$ cat src/dyuvd_pkg.sv
// Shared types and constants of the DYUV delta pixel decoder.
`default_nettype none
package dyuvd_pkg;

	localparam logic [31:0] DQ_RESET_0 = 32'h0904_0100;
	localparam logic [31:0] DQ_RESET_1 = 32'h4F2C_1B10;
	localparam logic [31:0] DQ_RESET_2 = 32'hE5D4_B180;
	localparam logic [31:0] DQ_RESET_3 = 32'hFFFC_F7F0;

	localparam logic signed [18:0] COEF_RV = 19'sd351;
	localparam logic signed [18:0] COEF_GU = 19'sd86;
	localparam logic signed [18:0] COEF_GV = 19'sd179;
	localparam logic signed [18:0] COEF_BU = 19'sd444;
	localparam logic signed [8:0]  CHROMA_BIAS = 9'sd128;
	localparam logic signed [18:0] ROUND_NEG = 19'sd255;

	typedef struct packed {
		logic [3:0][31:0] dq_table;
		logic             duplicate;
	} cfg_t;

	typedef struct packed {
		logic [7:0] y;
		logic [7:0] u;
		logic [7:0] v;
	} yuv_t;

	typedef struct packed {
		yuv_t p1;
		yuv_t p2;
		logic duplicate;
	} pair_t;

endpackage
`default_nettype wire

$ cat src/dyuvd_front.sv
// Front end: accepts byte pairs, updates the predictors and queues both pixels in YUV.
`default_nettype none
module dyuvd_front (
	input  wire logic              clk,
	input  wire logic              arst_n,
	input  wire dyuvd_pkg::cfg_t   cfg,
	input  wire logic              s_tvalid,
	output logic                   s_tready,
	input  wire logic [39:0]       s_tdata,
	input  wire logic              s_tuser,
	input  wire logic              q_full,
	output logic                   q_push,
	output dyuvd_pkg::pair_t       q_data
);
	import dyuvd_pkg::*;

	function automatic logic [7:0] dq(input logic [3:0][31:0] tbl, input logic [3:0] code);
		logic [31:0] word;
		word = tbl[code[3:2]];
		return word[{code[1:0], 3'b000} +: 8];
	endfunction

	logic [7:0] luma_q, u_q, v_q;
	logic [7:0] py, pu, pv, hi, lo;
	logic [7:0] y1, y2, u2, v2;
	logic [8:0] u_sum, v_sum;

	assign s_tready = !q_full;
	assign q_push   = s_tvalid && s_tready;
	assign hi       = s_tdata[31:24];
	assign lo       = s_tdata[39:32];

	always_comb begin
		py    = s_tuser ? s_tdata[7:0]   : luma_q;
		pu    = s_tuser ? s_tdata[15:8]  : u_q;
		pv    = s_tuser ? s_tdata[23:16] : v_q;
		y1    = py + dq(cfg.dq_table, hi[3:0]);
		u2    = pu + dq(cfg.dq_table, hi[7:4]);
		v2    = pv + dq(cfg.dq_table, lo[7:4]);
		y2    = y1 + dq(cfg.dq_table, lo[3:0]);
		u_sum = {1'b0, pu} + {1'b0, u2};
		v_sum = {1'b0, pv} + {1'b0, v2};
		q_data.p1.y      = y1;
		q_data.p1.u      = u_sum[8:1];
		q_data.p1.v      = v_sum[8:1];
		q_data.p2.y      = y2;
		q_data.p2.u      = u2;
		q_data.p2.v      = v2;
		q_data.duplicate = cfg.duplicate;
	end

	always_ff @(posedge clk or negedge arst_n) begin
		if (!arst_n) begin
			luma_q <= '0;
			u_q    <= '0;
			v_q    <= '0;
		end else if (q_push) begin
			luma_q <= y2;
			u_q    <= u2;
			v_q    <= v2;
		end
	end

endmodule
`default_nettype wire

$ cat src/dyuvd_fifo.sv
// Short queue of decoded pixel pairs between front and back end.
`default_nettype none
module dyuvd_fifo #(
	parameter int DEPTH = 4
) (
	input  wire logic             clk,
	input  wire logic             arst_n,
	input  wire logic             push,
	input  wire dyuvd_pkg::pair_t push_data,
	output logic                  full,
	input  wire logic             pop,
	output logic                  head_valid,
	output dyuvd_pkg::pair_t      head_data
);
	import dyuvd_pkg::*;

	localparam int PW = $clog2(DEPTH);
	localparam int CW = $clog2(DEPTH + 1);
	localparam logic [PW-1:0] LAST_PTR = PW'(DEPTH - 1);
	localparam logic [CW-1:0] FULL_CNT = CW'(DEPTH);

	pair_t         entries_q [DEPTH];
	logic [PW-1:0] wptr_q, rptr_q;
	logic [CW-1:0] count_q;

	assign full       = (count_q == FULL_CNT);
	assign head_valid = (count_q != '0);
	assign head_data  = entries_q[rptr_q];

	always_ff @(posedge clk) begin
		if (push) begin
			entries_q[wptr_q] <= push_data;
		end
	end

	always_ff @(posedge clk or negedge arst_n) begin
		if (!arst_n) begin
			wptr_q  <= '0;
			rptr_q  <= '0;
			count_q <= '0;
		end else begin
			if (push) begin
				wptr_q <= (wptr_q == LAST_PTR) ? '0 : wptr_q + 1'b1;
			end
			if (pop) begin
				rptr_q <= (rptr_q == LAST_PTR) ? '0 : rptr_q + 1'b1;
			end
			if (push && !pop) begin
				count_q <= count_q + 1'b1;
			end else if (pop && !push) begin
				count_q <= count_q - 1'b1;
			end
		end
	end

endmodule
`default_nettype wire

$ cat src/dyuvd_back.sv
// Back end: matrixes queued pixels to RGB and drives the output register.
`default_nettype none
module dyuvd_back (
	input  wire logic             clk,
	input  wire logic             arst_n,
	input  wire logic             head_valid,
	input  wire dyuvd_pkg::pair_t head_data,
	output logic                  pop,
	output logic                  m_tvalid,
	input  wire logic             m_tready,
	output logic [23:0]           m_tdata,
	output logic                  m_tlast
);
	import dyuvd_pkg::*;

	function automatic logic signed [10:0] div256(input logic signed [18:0] p);
		logic signed [18:0] t;
		t = p + ((p < 0) ? ROUND_NEG : 19'sd0);
		return t[18:8];
	endfunction

	function automatic logic [7:0] clamp_byte(input logic signed [10:0] x);
		logic [7:0] res;
		if (x < 0) begin
			res = 8'd0;
		end else if (x > 11'sd255) begin
			res = 8'd255;
		end else begin
			res = x[7:0];
		end
		return res;
	endfunction

	logic [1:0]         idx_q;
	logic               out_valid_q, last_q;
	logic [23:0]        rgb_q;
	logic               sel_p2, is_last, load;
	yuv_t               pix;
	logic signed [18:0] uu, vv;
	logic signed [10:0] yy, r, g, b;
	logic [23:0]        rgb;

	always_comb begin
		sel_p2  = head_data.duplicate ? idx_q[1] : idx_q[0];
		is_last = head_data.duplicate ? (idx_q == 2'd3) : (idx_q == 2'd1);
		load    = head_valid && (!out_valid_q || m_tready);
		pop     = load && is_last;
		pix     = sel_p2 ? head_data.p2 : head_data.p1;
		yy      = $signed({3'b000, pix.y});
		uu      = 19'($signed({1'b0, pix.u}) - CHROMA_BIAS);
		vv      = 19'($signed({1'b0, pix.v}) - CHROMA_BIAS);
		r       = yy + div256(vv * COEF_RV);
		g       = yy - div256(uu * COEF_GU + vv * COEF_GV);
		b       = yy + div256(uu * COEF_BU);
		rgb     = {clamp_byte(b), clamp_byte(g), clamp_byte(r)};
	end

	always_ff @(posedge clk) begin
		if (load) begin
			rgb_q  <= rgb;
			last_q <= is_last;
		end
	end

	always_ff @(posedge clk or negedge arst_n) begin
		if (!arst_n) begin
			out_valid_q <= 1'b0;
			idx_q       <= '0;
		end else begin
			if (load) begin
				out_valid_q <= 1'b1;
				idx_q       <= is_last ? 2'd0 : idx_q + 2'd1;
			end else if (m_tready) begin
				out_valid_q <= 1'b0;
			end
		end
	end

	assign m_tvalid = out_valid_q;
	assign m_tdata  = rgb_q;
	assign m_tlast  = last_q;

endmodule
`default_nettype wire

$ cat src/dyuv_delta_pixel_decoder.sv
// Top level of the DYUV delta pixel decoder with its register port.
// Usage:
//   Slave stream: one DYUV byte pair per request; s_tuser set loads the Y, U and V
//   predictors from the initial fields before the pair is decoded.
//   Master stream: one RGB pixel per request; m_tlast marks the final pixel of a pair.
//   Each pair gives two pixels, or four (each pixel twice) with duplicate_pixels set.
//   Register port: dequantizer table words at 0x00..0x0C, duplicate flag at 0x10.
// Path: a pair taken is written into the pair queue; its first pixel is offered from the
//   output register once the pair reaches the queue head. Throughput: set by the output
//   register, which sends one pixel per cycle while m_tready is high; the front end takes
//   a pair every cycle while the pair queue has room.
// Reset: predictors clear to zero, the table and duplicate flag take their defaults,
//   the queue empties and no pixel is offered.
// Stall: a low m_tready keeps the pending pixel stable; the queue fills and then
//   s_tready drops until pixels drain.
`default_nettype none
module dyuv_delta_pixel_decoder #(
	parameter int QUEUE_DEPTH = 4
) (
	input  wire logic        clk,
	input  wire logic        arst_n,
	input  wire logic        psel,
	input  wire logic        penable,
	input  wire logic        pwrite,
	input  wire logic [4:0]  paddr,
	input  wire logic [31:0] pwdata,
	output logic [31:0]      prdata,
	output logic             pready,
	input  wire logic        s_tvalid,
	output logic             s_tready,
	input  wire logic [39:0] s_tdata,  // initial_y, initial_u, initial_v, high_byte, low_byte
	input  wire logic        s_tuser,  // line_start
	output logic             m_tvalid,
	input  wire logic        m_tready,
	output logic [23:0]      m_tdata,  // red, green, blue
	output logic             m_tlast
);
	import dyuvd_pkg::*;

	localparam logic [2:0] REG_DQ_0_3   = 3'd0;
	localparam logic [2:0] REG_DQ_4_7   = 3'd1;
	localparam logic [2:0] REG_DQ_8_11  = 3'd2;
	localparam logic [2:0] REG_DQ_12_15 = 3'd3;
	localparam logic [2:0] REG_DUP      = 3'd4;

	cfg_t       cfg_q;
	logic [2:0] reg_idx;
	logic       wr_en;
	logic       q_push, q_full, q_pop, q_valid;
	pair_t      q_in, q_head;

	assign pready  = 1'b1;
	assign reg_idx = paddr[4:2];
	assign wr_en   = psel && penable && pwrite && pready;

	always_ff @(posedge clk or negedge arst_n) begin
		if (!arst_n) begin
			cfg_q.dq_table[0] <= DQ_RESET_0;
			cfg_q.dq_table[1] <= DQ_RESET_1;
			cfg_q.dq_table[2] <= DQ_RESET_2;
			cfg_q.dq_table[3] <= DQ_RESET_3;
			cfg_q.duplicate   <= 1'b1;
		end else if (wr_en) begin
			unique case (reg_idx)
				REG_DQ_0_3:   cfg_q.dq_table[0] <= pwdata;
				REG_DQ_4_7:   cfg_q.dq_table[1] <= pwdata;
				REG_DQ_8_11:  cfg_q.dq_table[2] <= pwdata;
				REG_DQ_12_15: cfg_q.dq_table[3] <= pwdata;
				REG_DUP:      cfg_q.duplicate   <= pwdata[0];
				default: begin
				end
			endcase
		end
	end

	always_comb begin
		unique case (reg_idx)
			REG_DQ_0_3:   prdata = cfg_q.dq_table[0];
			REG_DQ_4_7:   prdata = cfg_q.dq_table[1];
			REG_DQ_8_11:  prdata = cfg_q.dq_table[2];
			REG_DQ_12_15: prdata = cfg_q.dq_table[3];
			REG_DUP:      prdata = {31'd0, cfg_q.duplicate};
			default:      prdata = 32'd0;
		endcase
	end

	dyuvd_front u_front (
		.clk      (clk),
		.arst_n   (arst_n),
		.cfg      (cfg_q),
		.s_tvalid (s_tvalid),
		.s_tready (s_tready),
		.s_tdata  (s_tdata),
		.s_tuser  (s_tuser),
		.q_full   (q_full),
		.q_push   (q_push),
		.q_data   (q_in)
	);

	dyuvd_fifo #(
		.DEPTH (QUEUE_DEPTH)
	) u_fifo (
		.clk        (clk),
		.arst_n     (arst_n),
		.push       (q_push),
		.push_data  (q_in),
		.full       (q_full),
		.pop        (q_pop),
		.head_valid (q_valid),
		.head_data  (q_head)
	);

	dyuvd_back u_back (
		.clk        (clk),
		.arst_n     (arst_n),
		.head_valid (q_valid),
		.head_data  (q_head),
		.pop        (q_pop),
		.m_tvalid   (m_tvalid),
		.m_tready   (m_tready),
		.m_tdata    (m_tdata),
		.m_tlast    (m_tlast)
	);

endmodule
`default_nettype wire
$ cat config.mk
export PLATFORM = sky130hd
export DESIGN_NAME = dyuv_delta_pixel_decoder
export DESIGN_NICKNAME = d
export VERILOG_FILES = /design/src/dyuvd_pkg.sv /design/src/dyuvd_front.sv /design/src/dyuvd_fifo.sv /design/src/dyuvd_back.sv /design/src/dyuv_delta_pixel_decoder.sv
export SDC_FILE = /design/constraint.sdc
export NUM_CORES = 1
export LEC_CHECK = 0
export ABC_AREA = 0
export BUFFER_PORTS_ARGS = -buffer_cell sky130_fd_sc_hd__clkbuf_2
export CAP_MARGIN = 10
export CORE_MARGIN = 1.5
export CORE_UTILIZATION = 60
export CTS_BUF_LIST = sky130_fd_sc_hd__clkbuf_16
export DETAILED_ROUTE_END_ITERATION = 8
export GPL_TIMING_DRIVEN = 0
export PLACE_DENSITY = 0.74
export SETUP_SLACK_MARGIN = 0.4
export SLEW_MARGIN = 20
export SYNTH_ARGS = -nofsm -noshare
export SYNTH_HDL_FRONTEND = slang
export SYNTH_SLANG_ARGS = --single-unit
$ cat constraint.sdc
create_clock -name clk -period 32.8 [get_ports clk]
set_input_delay 8.2 -clock clk [delete_from_list [all_inputs] [get_ports clk]]
set_output_delay 8.2 -clock clk [all_outputs]
set_load 0.01 [all_outputs]
==> results.md <==
* Min Tclk post-route at about 19 ns
* Largest fanout on the critical path at 10
* Vias in the first global route at 21030
* Post-synth EDFFs at 221
* # DRC at 0
* Hold Crit Class: reg -> reg
* Pin count of the biggest net entering global routing at 92
* Die Footprint at 0.04996 mm2
* Worst Skew at 0.02893 ns
* Hpwl dp at 57950 um
* PortBufs at 129
* GRT Max-Usage Layer: met2
* First-pass GRT wire length at approximately 120000 um
* Mapped cell area at 0.02918 mm2
* Boundary pin count at 145
* N_diodes at 0
* Max-cap violation count at 0
* DRT Pass-1 Iters at 5
* Max Clock Freq at 53.51 MHz
* Sink Count at roughly 380
* Hold Worst Slack at 0.4747 ns
* Starting Density at 60.98%
* Synth warnings at 0
* Root buf cell: clkbuf_16
* GR Util All Layers at 31.18%
* Synth area leaders: edfxtp_1, mux4_2, ha_1
* Commonest non-fill, non-tap cell in the layout: ha_1
* Initial DRC Count at 1526
* Unrepaired setup endpoints after global routing: no
* Post-DR vias/cell at 6.471
* Worst-Margin Slew at 1.115 ns
* Register area share after synthesis at 36.97%
* Crit path cell chain: clkbuf_2 -> nor3b_1 -> clkbuf_1 -> a22o_1 -> a221o_1 -> clkbuf_2
* Die width at 223.5 um
* Max-Slew Margin vs Limit at 25.70%
* Final Hold Fails at 0
* Clock-pin slew on the worst setup and hold paths at 0.06 ns
* Grt met3 use at 6.717%
* Initial antenna violation count at 0
* Setup TNS at 0 ns
* Syn_nets at 2674
* Post-Route WL at 76100 um
* Status: finished, final reports clean
* Layout cells sized above 1 at around 27%
* Critical Path Sink Type: output port
* Mean post-synth cell area at approximately 13 um2
* CP peak stage delay at 0.84 ns
* Met1 GRT Util at 36.31%
* Total number of H-tree levels at 2
* Clock latency on the worst-skew pair at 0.59 ns
* Yosys cell types at 84
* TritonCTS Buffers at 42
* Main synth FF type: edfxtp_1
* Crit path kind: in -> out
* CP required at 24.60 ns
* Worst path arrival time at 10.49 ns
* Routed vias at between 15000 and 20000
* Slew Limit Fails at 0
* Most frequent cells in the layout: ha_1, edfxtp_1, inv_1, mux4_2, mux2_2
* CTS tree: done
* Final setup viols at 0
* # rows at 80
* Seq cells post-synth at 384
* Met2 Track Usage GR at 52.82%
* Core area at between 0.04 and 0.05 mm2
* Post-CTS sizing at 0
* Top-area cell type share of the netlist area at 22.75%
* Max Buffers Root-to-Sink at 3
* Cell mode on critical path: clkbuf_2
* Async set-reset flop share out of synthesis at a little over two fifths
* Hold-fix buffers, CTS at 0
* Syn-to-layout area delta at 10.31%
* NumNets Final at 2851
* Avg WL per Cell at 24.67 um
* Syn Inst Count at around 2300
* Gpl congestion at 0.9804
* Grt ovf at 0
* Kind of start point of the critical path: input port
* Final worst path period share at 56.97%
* Routed Antenna Nets at 0
* Setup bufs post-CTS at 0
* Critical-path top delay cell: nor3b_1
* Synth area leader: edfxtp_1
* Chip height at 223.5 um
-- metal layers --
layer / vias up / wire length, um
li1: 8887 / -
met1: 9887 / 27800
met2: 890 / 37260
met3: 294 / 5767
met4: 0 / 5266
met5: - / 0
-- final cells by class --
class / instances / area, um2
Buffer: 94 / 379.1
Timing Repair Buffer: 133 / 764.5
Tap cell: 615 / 769.5
Fill cell: 3489 / 15660
Inverter: 212 / 795.8
Clock inverter: 34 / 382.9
Sequential cell: 384 / 10790
Clock buffer: 42 / 1051
Multi-Input combinational cell: 1570 / 17260
-- worst paths after layout --
| path | startpoint | endpoint | slack [ns] | cells after the start |
|---|---|---|---|---|
| max in group asynchronous | arst_n | cfg_q[102] | 24.27 | 2 |
| worst max register to register | u_fifo.rptr_q[0] | u_back.m_tdata[8] | 19.38 | 49 |
| worst min-delay path | u_front.u_q[7] | u_front.u_q[7] | 0.47 | 2 |
| worst max-delay path | paddr[3] | prdata[9] | 14.11 | 6 |
| worst min register to register | u_front.u_q[7] | u_front.u_q[7] | 0.47 | 2 |
| min in group asynchronous | arst_n | cfg_q[21] | 7.62 | 1 |
-- state kept, by name, indices dropped and copies added, names as in the netlist --
register          cells
u_back.m_tvalid       1
cfg_q               129
u_front.luma_q        8
u_back.m_tlast        1
u_back.idx_q          2
u_fifo.count_q        3
u_front.v_q           8
u_back.m_tdata       24
u_fifo.wptr_q         2
u_fifo.entries_q    196
u_front.u_q           8
u_fifo.rptr_q         2
-- worst max-delay path, delay by kind of cell --
family / cells / cell delay (ns)
compound gates: 2 / 0.43
buf+inv: 3 / 1.00
simple gates: 1 / 0.84
-- cells by family after synthesis --
logic type / after synthesis / share of synthesized area (%)
AOI/OAI and AO/OA: 365 / 8.937
xor gates and xnor gates: 146 / 4.494
adders and majority gates: 329 / 16.27
buffers and inverters: 306 / 4.027
DFF: 384 / 36.97
muxes: 411 / 23.92
other: 1 / 0.01285
and+or+nand+nor: 318 / 5.365
-- through the flow --
step	setup slack (ns)	cells	util, %	area (um2)
floorplan	15.42	2260	-	29180
global placement	14.25	3004	63.94	30590
detailed placement	14.26	3008	64.26	30740
CTS	14.26	3084	67.25	32180
global route	14.15	3084	67.27	32180
finish	14.11	3084	67.27	32180
-- cell usage after synthesis, types with 23 or more instances --
cell type	instances
nor2_1	73
nand2_1	111
o21bai_1	30
dfstp_2	57
a22o_1	32
xor2_1	43
a221o_1	32
mux2_2	173
edfxtp_1	221
a21o_1	30
inv_1	210
mux2i_1	26
a21oi_1	94
o21a_1	23
clkbuf_1	71
fa_1	84
dfrtp_1	106
mux4_2	208
ha_1	245
o21ai_0	53
xnor2_1	101
Power is not shown: default switching activity piles up to over one toggle a cycle in this logic, so the estimate is an artifact.
